[config.mk]
export PLATFORM = sky130hd
export DESIGN_NAME = dtwp_queue
export DESIGN_NICKNAME = d
export VERILOG_FILES = /design/src/hw/rtl/dtwp_pkg.sv /design/src/hw/rtl/dtwp_queue.sv
export SDC_FILE = /design/constraint.sdc
export NUM_CORES = 1
export LEC_CHECK = 0
export BUFFER_PORTS_ARGS = -buffer_cell sky130_fd_sc_hd__buf_2
export CAP_MARGIN = 20
export CORE_MARGIN = 8
export CORE_UTILIZATION = 45
export CTS_CLUSTER_DIAMETER = 100
export DETAILED_ROUTE_END_ITERATION = 16
export HOLD_SLACK_MARGIN = 0.03
export PLACE_DENSITY = 0.69
export RECOVER_POWER = 100
export SYNTH_ARGS = -nofsm -noshare
export SYNTH_HDL_FRONTEND = slang
export SYNTH_SLANG_ARGS = --single-unit
[constraint.sdc]
create_clock -name clk -period 2.6 [get_ports clk]
set_clock_uncertainty 0.2 [all_clocks]
set_input_delay 0.52 -clock clk [delete_from_list [all_inputs] [get_ports clk]]
set_output_delay 0.52 -clock clk [all_outputs]
set_load 0.005 [all_outputs]
[src/hw/rtl/dtwp_pkg.sv]
// Package for the depth to world point core: image and grid constants,
// configuration register indexes and reset values, and shared types.
// No dependencies.
package dtwp_pkg;

    localparam int SUBSAMPLE_STEP = 8;
    localparam int IMAGE_WIDTH    = 640;
    localparam int IMAGE_HEIGHT   = 480;

    localparam int DEPTH_LIMIT = 5000;
    localparam int DEPTH_W     = 13;
    localparam int COORD_W     = 13;

    localparam int GRID_SHIFT = 26;
    localparam longint GRID_RECIP_L =
        ((longint'(1) << GRID_SHIFT) + SUBSAMPLE_STEP - 1) / SUBSAMPLE_STEP;
    localparam logic [GRID_SHIFT:0] GRID_RECIP = (GRID_SHIFT + 1)'(GRID_RECIP_L);

    localparam int LAST_X = ((IMAGE_WIDTH - 1) / SUBSAMPLE_STEP) * SUBSAMPLE_STEP;
    localparam int LAST_Y = ((IMAGE_HEIGHT - 1) / SUBSAMPLE_STEP) * SUBSAMPLE_STEP;

    localparam int QUEUE_DEPTH = 4;
    localparam int QPTR_W      = 2;
    localparam int QCNT_W      = 3;

    localparam int PIPE_STAGES = 6;

    localparam logic [47:0] ROT_ROW0_RESET = 48'h0000_0000_4000;
    localparam logic [47:0] ROT_ROW1_RESET = 48'h0000_4000_0000;
    localparam logic [47:0] ROT_ROW2_RESET = 48'h4000_0000_0000;

    typedef enum logic [2:0] {
        REG_ROT_ROW0        = 3'd0,
        REG_ROT_ROW1        = 3'd1,
        REG_ROT_ROW2        = 3'd2,
        REG_CENTER_X        = 3'd3,
        REG_CENTER_Y        = 3'd4,
        REG_CENTER_Z        = 3'd5,
        REG_PRINCIPAL_POINT = 3'd6,
        REG_INVERSE_FOCAL   = 3'd7
    } cfg_index_t;

    typedef struct packed {
        logic [47:0]        rot_row0;
        logic [47:0]        rot_row1;
        logic [47:0]        rot_row2;
        logic signed [31:0] center_x;
        logic signed [31:0] center_y;
        logic signed [31:0] center_z;
        logic [31:0]        principal_point;
        logic [47:0]        inverse_focal;
    } dtwp_cfg_t;

    typedef struct packed {
        logic [9:0]         pixel_x;
        logic [8:0]         pixel_y;
        logic [DEPTH_W-1:0] depth;
        logic [7:0]         red;
        logic [7:0]         green;
        logic [7:0]         blue;
        logic               point_valid;
        logic               last_of_frame;
    } dtwp_item_t;

    typedef struct packed {
        logic       valid;
        logic       point_valid;
        logic       last_of_frame;
        logic [7:0] red;
        logic [7:0] green;
        logic [7:0] blue;
    } dtwp_ctrl_t;

    // A coordinate is a multiple of the step when the fraction part of its
    // product with the scaled reciprocal stays below that reciprocal.
    function automatic logic on_grid(input logic [11:0] v);
        logic [GRID_SHIFT+12:0] prod;
        prod = (GRID_SHIFT + 13)'(v) * (GRID_SHIFT + 13)'(GRID_RECIP);
        return {1'b0, prod[GRID_SHIFT-1:0]} < GRID_RECIP;
    endfunction

endpackage

[src/hw/rtl/dtwp_queue.sv]
// Short queue between the front end and the arithmetic back end.
// The head is popped in every cycle in which the queue holds an entry.
// Depends on dtwp_pkg.
module dtwp_queue
    import dtwp_pkg::*;
(
    input  logic       clk,
    input  logic       rst_n,
    input  logic       push,
    input  dtwp_item_t push_item,
    output logic       full,
    output logic       pop_valid,
    output dtwp_item_t pop_item
);

    dtwp_item_t        mem_reg [QUEUE_DEPTH];
    logic [QPTR_W-1:0] wr_ptr_reg, wr_ptr_next;
    logic [QPTR_W-1:0] rd_ptr_reg, rd_ptr_next;
    logic [QCNT_W-1:0] count_reg, count_next;
    logic              pop;

    assign full      = (count_reg == QCNT_W'(QUEUE_DEPTH));
    assign pop_valid = (count_reg != '0);
    assign pop       = pop_valid;
    assign pop_item  = mem_reg[rd_ptr_reg];

    always_comb
    begin
        wr_ptr_next = push ? wr_ptr_reg + QPTR_W'(1) : wr_ptr_reg;
        rd_ptr_next = pop ? rd_ptr_reg + QPTR_W'(1) : rd_ptr_reg;
        count_next  = count_reg;
        if (push && !pop)
        begin
            count_next = count_reg + QCNT_W'(1);
        end
        else if (!push && pop)
        begin
            count_next = count_reg - QCNT_W'(1);
        end
    end

    always_ff @(posedge clk or negedge rst_n)
    begin
        if (!rst_n)
        begin
            wr_ptr_reg <= '0;
            rd_ptr_reg <= '0;
            count_reg  <= '0;
        end
        else
        begin
            wr_ptr_reg <= wr_ptr_next;
            rd_ptr_reg <= rd_ptr_next;
            count_reg  <= count_next;
        end
    end

    always_ff @(posedge clk)
    begin
        if (push)
        begin
            mem_reg[wr_ptr_reg] <= push_item;
        end
    end

    assert property (@(posedge clk) disable iff (!rst_n) full |-> !push)
        else $error("Transaction pushed into a full queue.");
    assert property (@(posedge clk) disable iff (!rst_n)
        count_reg <= QCNT_W'(QUEUE_DEPTH))
        else $error("Queue count exceeds its depth.");
    assert property (@(posedge clk) disable iff (!rst_n)
        push && !pop |=> count_reg == $past(count_reg) + QCNT_W'(1))
        else $error("Queue count did not follow a push.");

endmodule

## Yosys cells after proc, flatten, opt, wreduce, memory -nomap -nowiden

Memory sizes are Yosys's and may differ from the RTL's.
Index checks and enable logic that the tools add are counted.

- Input port bits: 61
- Memory bits (writable): 232
- Register bits after elaboration: 7
- Output and inout bits: 60
- Word-level logic and storage cells: 19
- Memories kept: 1

Memory list:

| memory | depth | bits a word | rd ports | clocked after Yosys merged registers in | wr ports | line | text |
|---|---|---|---|---|---|---|---|
| mem_reg | 4 | 58 | 1 | 0 | 1 | dtwp_queue.sv:16 | `dtwp_item_t mem_reg [QUEUE_DEPTH];` |

- Reductions and logical operators: 6
- Add/sub/neg operators: 4
- Equal/unequal tests: 1
- Mux-type cells: 4

Operator list:

| cell | number |
|---|---|
| 3-bit 2-to-1 mux | 2 |
| 2-bit by 1-bit adder with 2-bit output (second input constant) | 2 |
| 3-bit by 1-bit adder with 3-bit output (second input constant) | 1 |
| 3-bit == test (second input constant) | 1 |
| 3-bit nonzero test | 1 |
| 3-bit by 1-bit subtractor with 3-bit output (second input constant) | 1 |
| 1-bit logical AND | 2 |
| 1-bit zero test | 2 |
| 1-bit 2-to-1 mux | 2 |
| 2-bit nonzero test | 1 |

## Logic depth before layout (Yosys ltp)

- Depth after elaboration: 4
- Mapped depth: 5

## Worst setup path after synthesis

Ideal clock, no wire load.

- Path type: register to register
- Start point: reg wr_ptr_reg[0]
- End point: mem mem_reg[0][0] (netlist name), enable pin
- Path buffers: 0
- Slack: -0.014 ns
- Stages on the path, launching flop included: 4
- Arrival time: 1.992 ns
- Required time: 1.978 ns
- Cells stage by stage: dfrtp_1 inv_1 ha_1 and2_1

RTL lines:

| item | line | text |
|---|---|---|
| start, declared | dtwp_queue.sv:17 | `logic [QPTR_W-1:0] wr_ptr_reg, wr_ptr_next;` |
| start signal, assigned | dtwp_queue.sv:52 | `wr_ptr_reg <= wr_ptr_next;` |
| end, declared | dtwp_queue.sv:16 |  |

No word-level cell before the write port.

==> impl_metrics.env <==
export IMPL_synth_fp_nets=405
export IMPL_worstSetupStartpointType="flip-flop"
export IMPL_clk_pin_slew_ns=0.06
export IMPL_via_per_inst=5.05
export IMPL_drc=0
export IMPL_fin_crit_sh_pct=102
export IMPL_leakagePower_nw=3.81
export IMPL_insertion_delay_ns=0.51
export IMPL_critPathKind="reg -> out"
export IMPL_crit_start="rd_ptr_reg[0]"
export IMPL_crit_fanout=8
export IMPL_place_ws_ns=0.439
export IMPL_rsz0062_at_grt="true"
export IMPL_cts_buffers=25
export IMPL_postSynthCellCount=339
export IMPL_fin_nets=616
export IMPL_r2r_worst_path_cells=4
export IMPL_fin_ws_ns=-0.0626
export IMPL_cts_tree="done"
export IMPL_worst_slew_pin_slew_ns=0.941
export IMPL_violations="setup timing"
export IMPL_track_usage_pct=14.1
export IMPL_wl_mm=17.2
export IMPL_synthesis_area_um2=8820
export IMPL_ant_nets=0
export IMPL_r2r_slack_ns=0.19
export IMPL_min_path_type="in -> reg"
export IMPL_cts_htree_levels=1
export IMPL_diodes=0
export IMPL_peakVddDrop_mv=0.612
export IMPL_arrival_ns=1.94
export IMPL_area_delta_synth_final_pct=28.0
export IMPL_critPathCaptureType="output pin"
export IMPL_final_setup_viol_count=56
export IMPL_boundaryPins=121
export IMPL_period_minus_slack_ns=2.66
export IMPL_synth_cell_types=21
export IMPL_cpMaxStageDelayCell="mux4_2"
export IMPL_drive_above_1_share_pct=32.0
export IMPL_cts_sinks=239
export IMPL_cp_depth=4
export IMPL_crit_required_ns=1.88
export IMPL_fin_util_pct=58.4
export IMPL_rows=51
export IMPL_ys_seq_area_share_pct=80.9
export IMPL_overflow=0
export IMPL_routabilityCongestion=0.649
export IMPL_largest_reg_flops=232
export IMPL_r2r_end="mem_reg[2][20]"
export IMPL_crit_buf_inv=3
export IMPL_root_buffer="clkbuf_16"
export IMPL_syn_area_per_cell_um2=26.0
export IMPL_rr_startpoint="wr_ptr_reg[0]"
export IMPL_vias=4213
export IMPL_core_area_um2=19300
export IMPL_grt_max_degree=60
export IMPL_start_util_pct=45.6
export IMPL_power_density_nw_per_um2=1090
export IMPL_drt_iter0_drc=188
export IMPL_dp_hpwl_mm=9.88
export IMPL_clockBufferDepth=3
export IMPL_whs_ns=0.107
export IMPL_die_area_um2=24300
export IMPL_synth_warnings=0
export IMPL_grt_pass1_wl_mm=26.2
export IMPL_final_common_cell="edfxtp_1"
export IMPL_drtPass1Iterations=4
export IMPL_ys_ff_latch=239
export IMPL_relSlewSlack_pct=37.2
export IMPL_final_cell_mix="232 x edfxtp_1, 64 x clkbuf_1, 58 x mux4_2, 57 x dlygate4sd3_1, 54 x buf_2"
export IMPL_hold_viol=0
export IMPL_cap_violations=0
export IMPL_path_cells="buf_12 -> clkbuf_16 -> mux4_2 -> buf_2"
export IMPL_maxSlewViolCount=0
export IMPL_portBuffers=120
export IMPL_setup_worst_path_end="pop_item[53]"
export IMPL_outcome="finished, violations left"
export IMPL_die_h_um=156
export IMPL_fmax_mhz=376
export IMPL_wl_per_cell_um=20.6
export IMPL_crit_family="multiplexers"
export IMPL_grt_pass1_vias=4681
export IMPL_antenna_found_initial=0
export IMPL_power_mw=12.3
export IMPL_slowest_delay_ns=0.52
export IMPL_die_w_um=156
-- how the worst min path moves through the flow --
| stage | start | endpoint | slack, ns | cells after the start |
|---|---|---|---|---|
| after detailed placement | rst_n | count_reg[0] | 0.16 | 1 |
| after global placement | rst_n | count_reg[2] | 0.16 | 1 |
| after floorplan | rst_n | count_reg[0] | 0.02 | 0 |
| final | push | wr_ptr_reg[0] | 0.11 | 2 |
| after global routing | push | wr_ptr_reg[0] | 0.11 | 2 |
| after CTS | push_item[15] | mem_reg[3][15] | 0.04 | 1 |
-- worst register-to-register path: stages (launching register included) --
cell	delay, ns
dfrtp_1	0.43
inv_1	0.12
ha_1	0.15
and2_0	0.73
buf_4	0.44
-- routing by layer --
layer | track usage, % | part of all wire (%) | vias to the layer above
met1 | 17.6 | 42 | 2213
met5 | 0 | 0 | -
met2 | 24.0 | 50 | 103
li1 | - | - | 1873
met3 | 3.63 | 6.1 | 24
met4 | 3.65 | 1.5 | 0
-- cells in the mapped netlist (all sizes together) --
master,number,area (um^2)
or3,1,6.26
nor3b,1,7.51
o21ai,2,10.0
dfrtp,7,175
nor2,1,3.75
xor2,3,26.3
xnor2,4,35.0
mux4,58,1310
inv,3,11.3
nand2,2,7.51
a21o,1,7.51
and2,4,25.0
nor3,1,10.0
edfxtp,232,6970
buf,14,164
ha,5,62.6
-- timing repair --
item,in CTS,in global routing
gates resized for setup,6,6
setup buffers,3,1
hold endpoints to repair,229,0
setup endpoints to repair,58,58
cloned,3,3
hold buffers,57,0
-- where the power goes --
| group | switching (mW) | leakage (nW) | internal (mW) | total (mW) |
|---|---|---|---|---|
| combinational | 1.79 | 1.23 | 2.07 | 3.85 |
| sequential | 0.194 | 2.21 | 5.05 | 5.24 |
| clock | 1.35 | 0.375 | 1.88 | 3.23 |
-- metrics by stage --
stage,setup TNS (ns),std cells,cell area (um^2)
2_1_floorplan,0,339,8830
3_3_place_gp,0,721,9780
3_5_place_dp,0,721,9780
4_1_cts,-3.25,830,11300
5_1_grt,-5.36,834,11300
6_report,-1.25,834,11300
-- cells by family after synthesis --
logic type,after synthesis,share of synthesized area [%]
fa+ha+maj,5,0.709
simple gates,10,0.681
xor+xnor,7,0.695
compound gates,3,0.199
mux,58,14.8
flops,239,80.9
buf+inv,17,1.98
-- area by class of cell --
type                    count  area [um^2]
clock buffers              34          699
clock inverters            12         63.8
well taps                 265          332
fillers                  1404         8040
inverters                   3         11.3
flip-flops and latches    239         7150
repair buffers            198         1530
multi-input cells          83         1510
Power figures use the tool's default switching activity.
