`src/hw/rtl/dtwp_pkg.sv`:
```
// Package for the depth to world point core: image and grid constants,
// configuration register indexes and reset values, and shared types.
// No dependencies.
package dtwp_pkg;

    localparam int SUBSAMPLE_STEP = 8;
    localparam int IMAGE_WIDTH    = 640;
    localparam int IMAGE_HEIGHT   = 480;

    localparam int DEPTH_LIMIT = 5000;
    localparam int DEPTH_W     = 13;
    localparam int COORD_W     = 13;

    localparam int GRID_SHIFT = 26;
    localparam longint GRID_RECIP_L =
        ((longint'(1) << GRID_SHIFT) + SUBSAMPLE_STEP - 1) / SUBSAMPLE_STEP;
    localparam logic [GRID_SHIFT:0] GRID_RECIP = (GRID_SHIFT + 1)'(GRID_RECIP_L);

    localparam int LAST_X = ((IMAGE_WIDTH - 1) / SUBSAMPLE_STEP) * SUBSAMPLE_STEP;
    localparam int LAST_Y = ((IMAGE_HEIGHT - 1) / SUBSAMPLE_STEP) * SUBSAMPLE_STEP;

    localparam int QUEUE_DEPTH = 4;
    localparam int QPTR_W      = 2;
    localparam int QCNT_W      = 3;

    localparam int PIPE_STAGES = 6;

    localparam logic [47:0] ROT_ROW0_RESET = 48'h0000_0000_4000;
    localparam logic [47:0] ROT_ROW1_RESET = 48'h0000_4000_0000;
    localparam logic [47:0] ROT_ROW2_RESET = 48'h4000_0000_0000;

    typedef enum logic [2:0] {
        REG_ROT_ROW0        = 3'd0,
        REG_ROT_ROW1        = 3'd1,
        REG_ROT_ROW2        = 3'd2,
        REG_CENTER_X        = 3'd3,
        REG_CENTER_Y        = 3'd4,
        REG_CENTER_Z        = 3'd5,
        REG_PRINCIPAL_POINT = 3'd6,
        REG_INVERSE_FOCAL   = 3'd7
    } cfg_index_t;

    typedef struct packed {
        logic [47:0]        rot_row0;
        logic [47:0]        rot_row1;
        logic [47:0]        rot_row2;
        logic signed [31:0] center_x;
        logic signed [31:0] center_y;
        logic signed [31:0] center_z;
        logic [31:0]        principal_point;
        logic [47:0]        inverse_focal;
    } dtwp_cfg_t;

    typedef struct packed {
        logic [9:0]         pixel_x;
        logic [8:0]         pixel_y;
        logic [DEPTH_W-1:0] depth;
        logic [7:0]         red;
        logic [7:0]         green;
        logic [7:0]         blue;
        logic               point_valid;
        logic               last_of_frame;
    } dtwp_item_t;

    typedef struct packed {
        logic       valid;
        logic       point_valid;
        logic       last_of_frame;
        logic [7:0] red;
        logic [7:0] green;
        logic [7:0] blue;
    } dtwp_ctrl_t;

    // A coordinate is a multiple of the step when the fraction part of its
    // product with the scaled reciprocal stays below that reciprocal.
    function automatic logic on_grid(input logic [11:0] v);
        logic [GRID_SHIFT+12:0] prod;
        prod = (GRID_SHIFT + 13)'(v) * (GRID_SHIFT + 13)'(GRID_RECIP);
        return {1'b0, prod[GRID_SHIFT-1:0]} < GRID_RECIP;
    endfunction

endpackage

```
`src/hw/rtl/dtwp_front.sv`:
```
// Front end of the depth to world point core: accepts pixels, drops those off
// the grid or outside the image, and classifies depth and frame end.
// Depends on dtwp_pkg.
module dtwp_front
    import dtwp_pkg::*;
(
    input  logic       start,
    input  logic       busy,
    input  logic [9:0] pixel_x,
    input  logic [8:0] pixel_y,
    input  logic [15:0] depth_mm,
    input  logic [7:0] red,
    input  logic [7:0] green,
    input  logic [7:0] blue,
    output logic       push,
    output dtwp_item_t push_item
);

    logic in_image;
    logic grid_hit;
    logic depth_ok;
    logic is_last;

    assign in_image = ({3'b000, pixel_x} < COORD_W'(IMAGE_WIDTH))
                   && ({4'b0000, pixel_y} < COORD_W'(IMAGE_HEIGHT));
    assign grid_hit = on_grid({2'b00, pixel_x}) && on_grid({3'b000, pixel_y});
    assign depth_ok = (depth_mm != 16'd0) && (depth_mm < 16'(DEPTH_LIMIT));
    assign is_last  = ({3'b000, pixel_x} == COORD_W'(LAST_X))
                   && ({4'b0000, pixel_y} == COORD_W'(LAST_Y));

    assign push = start && !busy && in_image && grid_hit;

    always_comb
    begin
        push_item.pixel_x       = pixel_x;
        push_item.pixel_y       = pixel_y;
        push_item.depth         = depth_mm[DEPTH_W-1:0];
        push_item.red           = red;
        push_item.green         = green;
        push_item.blue          = blue;
        push_item.point_valid   = depth_ok;
        push_item.last_of_frame = is_last;
    end

endmodule

```
`config.mk`:
```
export PLATFORM = sky130hd
export DESIGN_NAME = dtwp_front
export DESIGN_NICKNAME = d
export VERILOG_FILES = /design/src/hw/rtl/dtwp_pkg.sv /design/src/hw/rtl/dtwp_front.sv
export SDC_FILE = /design/constraint.sdc
export NUM_CORES = 1
export LEC_CHECK = 0
export ABC_AREA = 0
export BUFFER_PORTS_ARGS = -buffer_cell sky130_fd_sc_hd__buf_2
export CORE_MARGIN = 5
export CORE_UTILIZATION = 26
export DETAILED_ROUTE_END_ITERATION = 8
export PLACE_DENSITY = 0.95
export SLEW_MARGIN = 20
export SYNTH_ARGS = -nofsm -noshare
export SYNTH_HDL_FRONTEND = slang
export SYNTH_SLANG_ARGS = --single-unit
```
`constraint.sdc`:
```
create_clock -name vclk -period 1.1
set_clock_uncertainty 0.2 [all_clocks]
set_input_delay 0.055 -clock vclk [all_inputs]
set_output_delay 0.055 -clock vclk [all_outputs]
set_load 0.02 [all_outputs]
```
### Word level (Yosys, flattened, before mapping)

Cells that the tools add are included.

* order comparisons: 5
* eq/ne operators: 2
* reductions and logical operators: 9

Operators by type and width (count)
* 26-bit by 24-bit less-than comparator with 1-bit output (second input constant): 2
* 16-bit by 13-bit less-than comparator with 1-bit output (second input constant): 1
* 16-bit nonzero test: 1
* 10-bit equality test (second input constant): 1
* 10-bit less-than comparator (second input constant): 1
* 9-bit equality test (second input constant): 1
* 9-bit less-than comparator (second input constant): 1
* 1-bit logical AND: 7
* 1-bit zero test: 1

* register bits: 0
* input port bits: 61
* output and inout bits: 59

### Depth between registers and ports, before layout

Gate-level depths: netlist of run 1.

* depth in word-level cells: 4
* mapped depth: 4
* mapped depth without buffers: 3

### Worst setup path after synthesis of run 1

Ideal clock, no wire load.

* path type: input to output
* from: in pixel_x[2]
* to: out push_item[0] (netlist bit)
* arrival time: 815 ps
* required time: 845 ps
* slack: 30 ps
* stages: 4
* path through: nor4_2 -> nand2_1 -> nor4_2 -> buf_4

* word-level cells in the longest chain between the ends: 2

Ends and longest elaborated chain
* from (decl): line dtwp_front.sv:9 `input logic [9:0] pixel_x,`
* 10-bit equality test: line dtwp_front.sv:28 `assign is_last = ({3'b000, pixel_x} == COORD_W'(LAST_X))`
* 1-bit logical AND: line dtwp_front.sv:29 `&& ({4'b0000, pixel_y} == COORD_W'(LAST_Y));`
* to (decl): line dtwp_front.sv:16 `output dtwp_item_t push_item`

No other way between the ends.

==> results of run 1 <==
repair_timing:
item / 4_1_cts / 5_1_grt
pin swaps: 5 / 2
setup endpoints to repair: 2 / 3
hold buffers: 24 / 0
gates cloned: 0 / 0
hold endpoints to repair: 24 / 0
gates resized for setup: 9 / 6
area by class of cell:
cell class	instances	share of cell area [%]
well taps	28	4.05
repair buffers	98	74.7
multi-input cells	21	21.3
critical path: stages:
cell,delay [ns]
buf_2,0.12
nor4_4,0.23
nand2_1,0.11
nor4_2,0.26
buf_4,0.18
where the power goes:
| group | leakage [nW] | internal, W | switching, W | total [W] |
|---|---|---|---|---|
| clock | 0 | 0 | 0 | 0 |
| combinational | 0.436 | 0.000176 | 0.000236 | 0.000412 |
| sequential | 0 | 0 | 0 | 0 |
| total | 0.436 | 0.000176 | 0.000236 | 0.000412 |
through the flow:
stage	setup WS (ns)	utilization (%)	cells	hold WS [ns]
5_1_grt	-0.178	39.5	147	0.145
3_5_place_dp	-0.182	25.6	123	-0.0899
3_3_place_gp	-0.200	25.6	123	-0.0899
6_report	-0.104	39.5	147	0.137
4_1_cts	-0.123	38.3	147	0.134
2_1_floorplan	0.0301	-	79	0.0226
placed cells by master (no fill, tap or decap):
cell           netlist  layout
nand2_1              1       1
dlygate4sd3_1        0      24
buf_6                0       2
nor4_2               3       2
buf_8                0       1
nand4b_1             2       2
buf_2                0      66
a211oi_2             1       1
nand4_1              1       1
nor4_4               0       2
nor4bb_2             0       1
or3_1                1       1
nor2_1               3       3
and4_1               1       1
buf_4               58       5
nand3_1              3       3
nor3_1               1       1
o21ai_1              0       1
o21ai_2              0       1
final timing paths:
check  depth (start not counted)  slack (ns)        start            end
max                            5       -0.10   pixel_y[1]   push_item[0]
min                            2        0.14  depth_mm[5]  push_item[31]
routing by layer:
metal  vias up  track usage (%)  share of wire [%]
li1        290                -                  -
met1       254             10.3                 31
met2        66             19.8                 54
met3         0             1.81                 15
met4         0                0                  0
met5         -                0                  0
kinds of logic (layout without fill, tap and decap cells):
kind of cell           after synthesis  count (layout)  synth area share (%)
AO/OA/AOI/OAI                        3               3                  3.85
buffers and inverters               58              98                  74.4
AND/OR/NAND/NOR                     18              18                  21.8
==> results.txt, run 1 <==
Count of final setup violators - 2
Kind of end point of the critical path - output port
Failing checks - setup timing
Post-Synthesis Cells - 79
Die area - 3300 um2
Die width - 57.5 um
Ant diodes - 0
Core box area - 2190 um2
Placed Area - 561 um2
Io pins - 120
# DRC - 0
First DRT Iteration DRCs - 34
Yosys top cell by area - buf_4
Yosys warning total - 0
Fin crit share - 109%
Starting Density - 26.7%
Post-route cell area - 865 um2
Peak VDD IR - 0.227 mV
Yosys cell types - 14
Gr usage total - 9.57%
Power per Cell Area - 476 nW/um2
Final Wtd Congestion - 0.613
Multi-input gate area - 184 um2
Crit Path Max Fanout - 2
Reg area - 0 um2
Slew Limit Headroom - 81.6%
Share of the synthesized area in the top cell type - 74.4%
Required time of the critical path - 0.84 ns
Total chip power - 0.000412 W
Die Y - 57.5 um
Post-CTS setup buffers - 0
Synth cell count leaders - buf_4, nand3_1, nor2_1, nor4_2
Result of the run - finished, violations left
Final Hold Fails - 0
Global-route wire length before repair - 2700 um
Post-Syn Area - 586 um2
Crit start category - input port
Nets@finish - 182
Fmax achieved - 0.830 GHz
Antenna viol nets, final - 0
Syn avg cell area - 7.41 um2
Drt total wl - 1990 um
Vias in the first global route - 625
Num sequential - 0
Total gr overflow - 0
Syn Nets - 140
Total vias in the final route - 610
Setup CP Type - in -> out
Core Rows - 17
Area delta synth->final - 47.6%
PnR worst setup slack - -0.104 ns
Share of layout cells above drive strength 1 - 68.1%
Largest cells by area after synthesis - buf_4, nor4_2, nand4b_1
Fin crit period - 1.20 ns
Post-synthesis sequential area ratio - 0%
Vias per cell - 4.15
Clock buffer count - 0
WL/cell - 13.6 um
Pins Over Slew Limit - 0
Initial antenna violation count - 0
Leakage power total - 0.436 nW
Setup TNS - -0.140 ns
I/O Buffers - 72
Drt pass-1 iters - 2
Hold WC Path Type - in -> out
WP data arrival - 0.95 ns
Worst-margin pin slew - 0.272 ns
RSZ-0062 raised after global routing - true
Fillcell total - 220
Pin count of the biggest net entering global routing - 4
Most common cell in the netlist - buf_4
# Max-Cap Violations - 0
Note: power is estimated with default switching activity, not from simulation.
==> run 2: changes to the inputs <==
--- a/config.mk
+++ b/config.mk
@@ -8,7 +8,7 @@
 export ABC_AREA = 0
 export BUFFER_PORTS_ARGS = -buffer_cell sky130_fd_sc_hd__buf_2
 export CORE_MARGIN = 5
-export CORE_UTILIZATION = 26
+export CORE_UTILIZATION = 28
 export DETAILED_ROUTE_END_ITERATION = 8
 export PLACE_DENSITY = 0.95
 export SLEW_MARGIN = 20
==> constraint.sdc (replaced) <==
create_clock -name vclk -period 1.4
set_clock_uncertainty 0.2 [all_clocks]
set_input_delay 0.07 -clock vclk [all_inputs]
set_output_delay 0.07 -clock vclk [all_outputs]
set_load 0.02 [all_outputs]
==> results.txt, run 2 (synthesis results as in run 1) <==
Met3 WL - 406 um (+38%)
Fin crit share - 94.1%
Setup CP Type - in -> out
Pins Over Slew Limit - 0 (unchanged)
Die width - 55.7 um (-3.0%)
Setup TNS - 0 ns (+0.140 ns)
Hold slack final - 0.171 ns (+0.0342 ns)
Final Wtd Congestion - 0.774 (+26%)
Final Hold Fails - 0 (unchanged)
Initial antenna violation count - 0 (unchanged)
Vias in the first global route - 679 (+8.6%)
Pin count of the biggest net entering global routing - 4 (unchanged)
Die area - 3110 um2 (-5.9%)
Met1 Wirelength - 608 um (-0.82%)
WL/cell - 14.3 um (+5.4%)
Share of layout cells above drive strength 1 - 65.0% (-3.1 points)
Core Rows - 16 (-1)
Clock buffer count - 0 (unchanged)
Kind of end point of the critical path - output port
First DRT Iteration DRCs - 14 (-59%)
WP data arrival - 1.05 ns (+0.10 ns)
Die Y - 55.7 um (-3.0%)
Post-CTS setup buffers - 0 (unchanged)
Result of the run - finished, final reports clean
Slew Limit Headroom - 76.9% (-4.7 points)
Hold Crit Start - pixel_x[5]
Fin crit period - 1.32 ns
Worst-margin pin slew - 0.341 ns (+0.0692 ns)
Peak VDD IR - 0.175 mV (-23%)
Vias per cell - 4.38 (+5.4%)
# Max-Cap Violations - 0 (unchanged)
Placed insts - 120 (-2.4%)
Antenna viol nets, final - 0 (unchanged)
Total gr overflow - 0 (unchanged)
Drt pass-1 iters - 4 (+2)
Fmax achieved - 0.759 GHz
Global-route wire length before repair - 3060 um (+13%)
Gr usage total - 11.4% (+1.8 points)
Num sequential - 0 (unchanged)
Total vias in the final route - 630 (+3.3%)
Required time of the critical path - 1.13 ns (+0.29 ns)
Io pins - 120 (unchanged)
Non-filler cells in the finished layout - 144 (-2.0%)
Worst Setup SP - depth_mm[6]
Area delta synth->final - 35.9%
Starting Density - 29.5% (+2.8 points)
Power per Cell Area - 383 nW/um2 (-20%)
Core box area - 1980 um2 (-9.5%)
Leakage power total - 0.415 nW (-4.8%)
Most frequent cells in the layout - buf_2, dlygate4sd3_1, nand3_1, nor2_1
# DRC - 0 (unchanged)
I/O Buffers - 72 (unchanged)
Max layer used - met3
Nets@finish - 180 (-1.1%)
Ant diodes - 0 (unchanged)
Crit Path Max Fanout - 2 (unchanged)
RSZ-0062 raised after global routing - false
Crit start category - input port
Count of final setup violators - 0 (-2)
Hold WC Path Type - in -> out
Reg area - 0 um2 (unchanged)
Met2 wire length - 1040 um (-3.8%)
Commonest non-fill, non-tap cell in the layout - buf_2
Drt total wl - 2060 um (+3.2%)
-- run 2: cell count changes in the layout (fill, tap and decap cells not counted), sizes merged --
| cell | change |
|---|---|
| buf | -2 |
-- run 2: area by class of cell --
cell class                      count  area, um2
Multi-Input combinational cell     21        159
Tap cell                           27       33.8
Timing Repair Buffer               96        603
Fill cell                         192       1190
-- run 2: path summary, 6_finish.rpt --
| check | endpoint | slack, ns | cells after the start |
|---|---|---|---|
| min | push_item[53] | 0.17 | 2 |
| max | push_item[1] | 0.08 | 5 |
-- run 2: where the power goes --
part | internal (W) | switching (W)
logic | 0.000125 | 0.000180
clock network | 0 | 0
registers | 0 | 0
-- run 2: metal layers --
metal  GRT usage (%)  vias to the layer above
met5               0                        -
met1            10.2                      270
met3            5.34                        0
met4           0.694                        0
met2            23.6                       76
li1                -                      284
-- run 2: stage by stage --
| stage | setup slack [ns] | utilization (%) | power, W | instance area [um2] |
|---|---|---|---|---|
| global placement | 0.0992 | 27.5 | 0.000195 | 544 |
| detailed placement | 0.0903 | 27.5 | 0.000196 | 544 |
| finish | 0.0821 | 40.2 | 0.000305 | 796 |
| global route | 0.0254 | 40.2 | 0.000324 | 796 |
| CTS | 0.0862 | 39.6 | 0.000303 | 785 |
| floorplan | 0.300 | - | 0.000250 | 586 |
-- run 2: worst max-delay path: stages --
cell	delay [ns]
buf_2	0.11
nor4_2	0.29
o21ai_0	0.16
a211oi_2	0.23
buf_2	0.19
-- run 2: what timing repair did --
| item | CTS | global route |
|---|---|---|
| gates resized for setup | 0 | 2 |
| hold endpoints to repair | 24 | 0 |
| hold buffers | 24 | 0 |
| setup endpoints to repair | 0 | 1 |
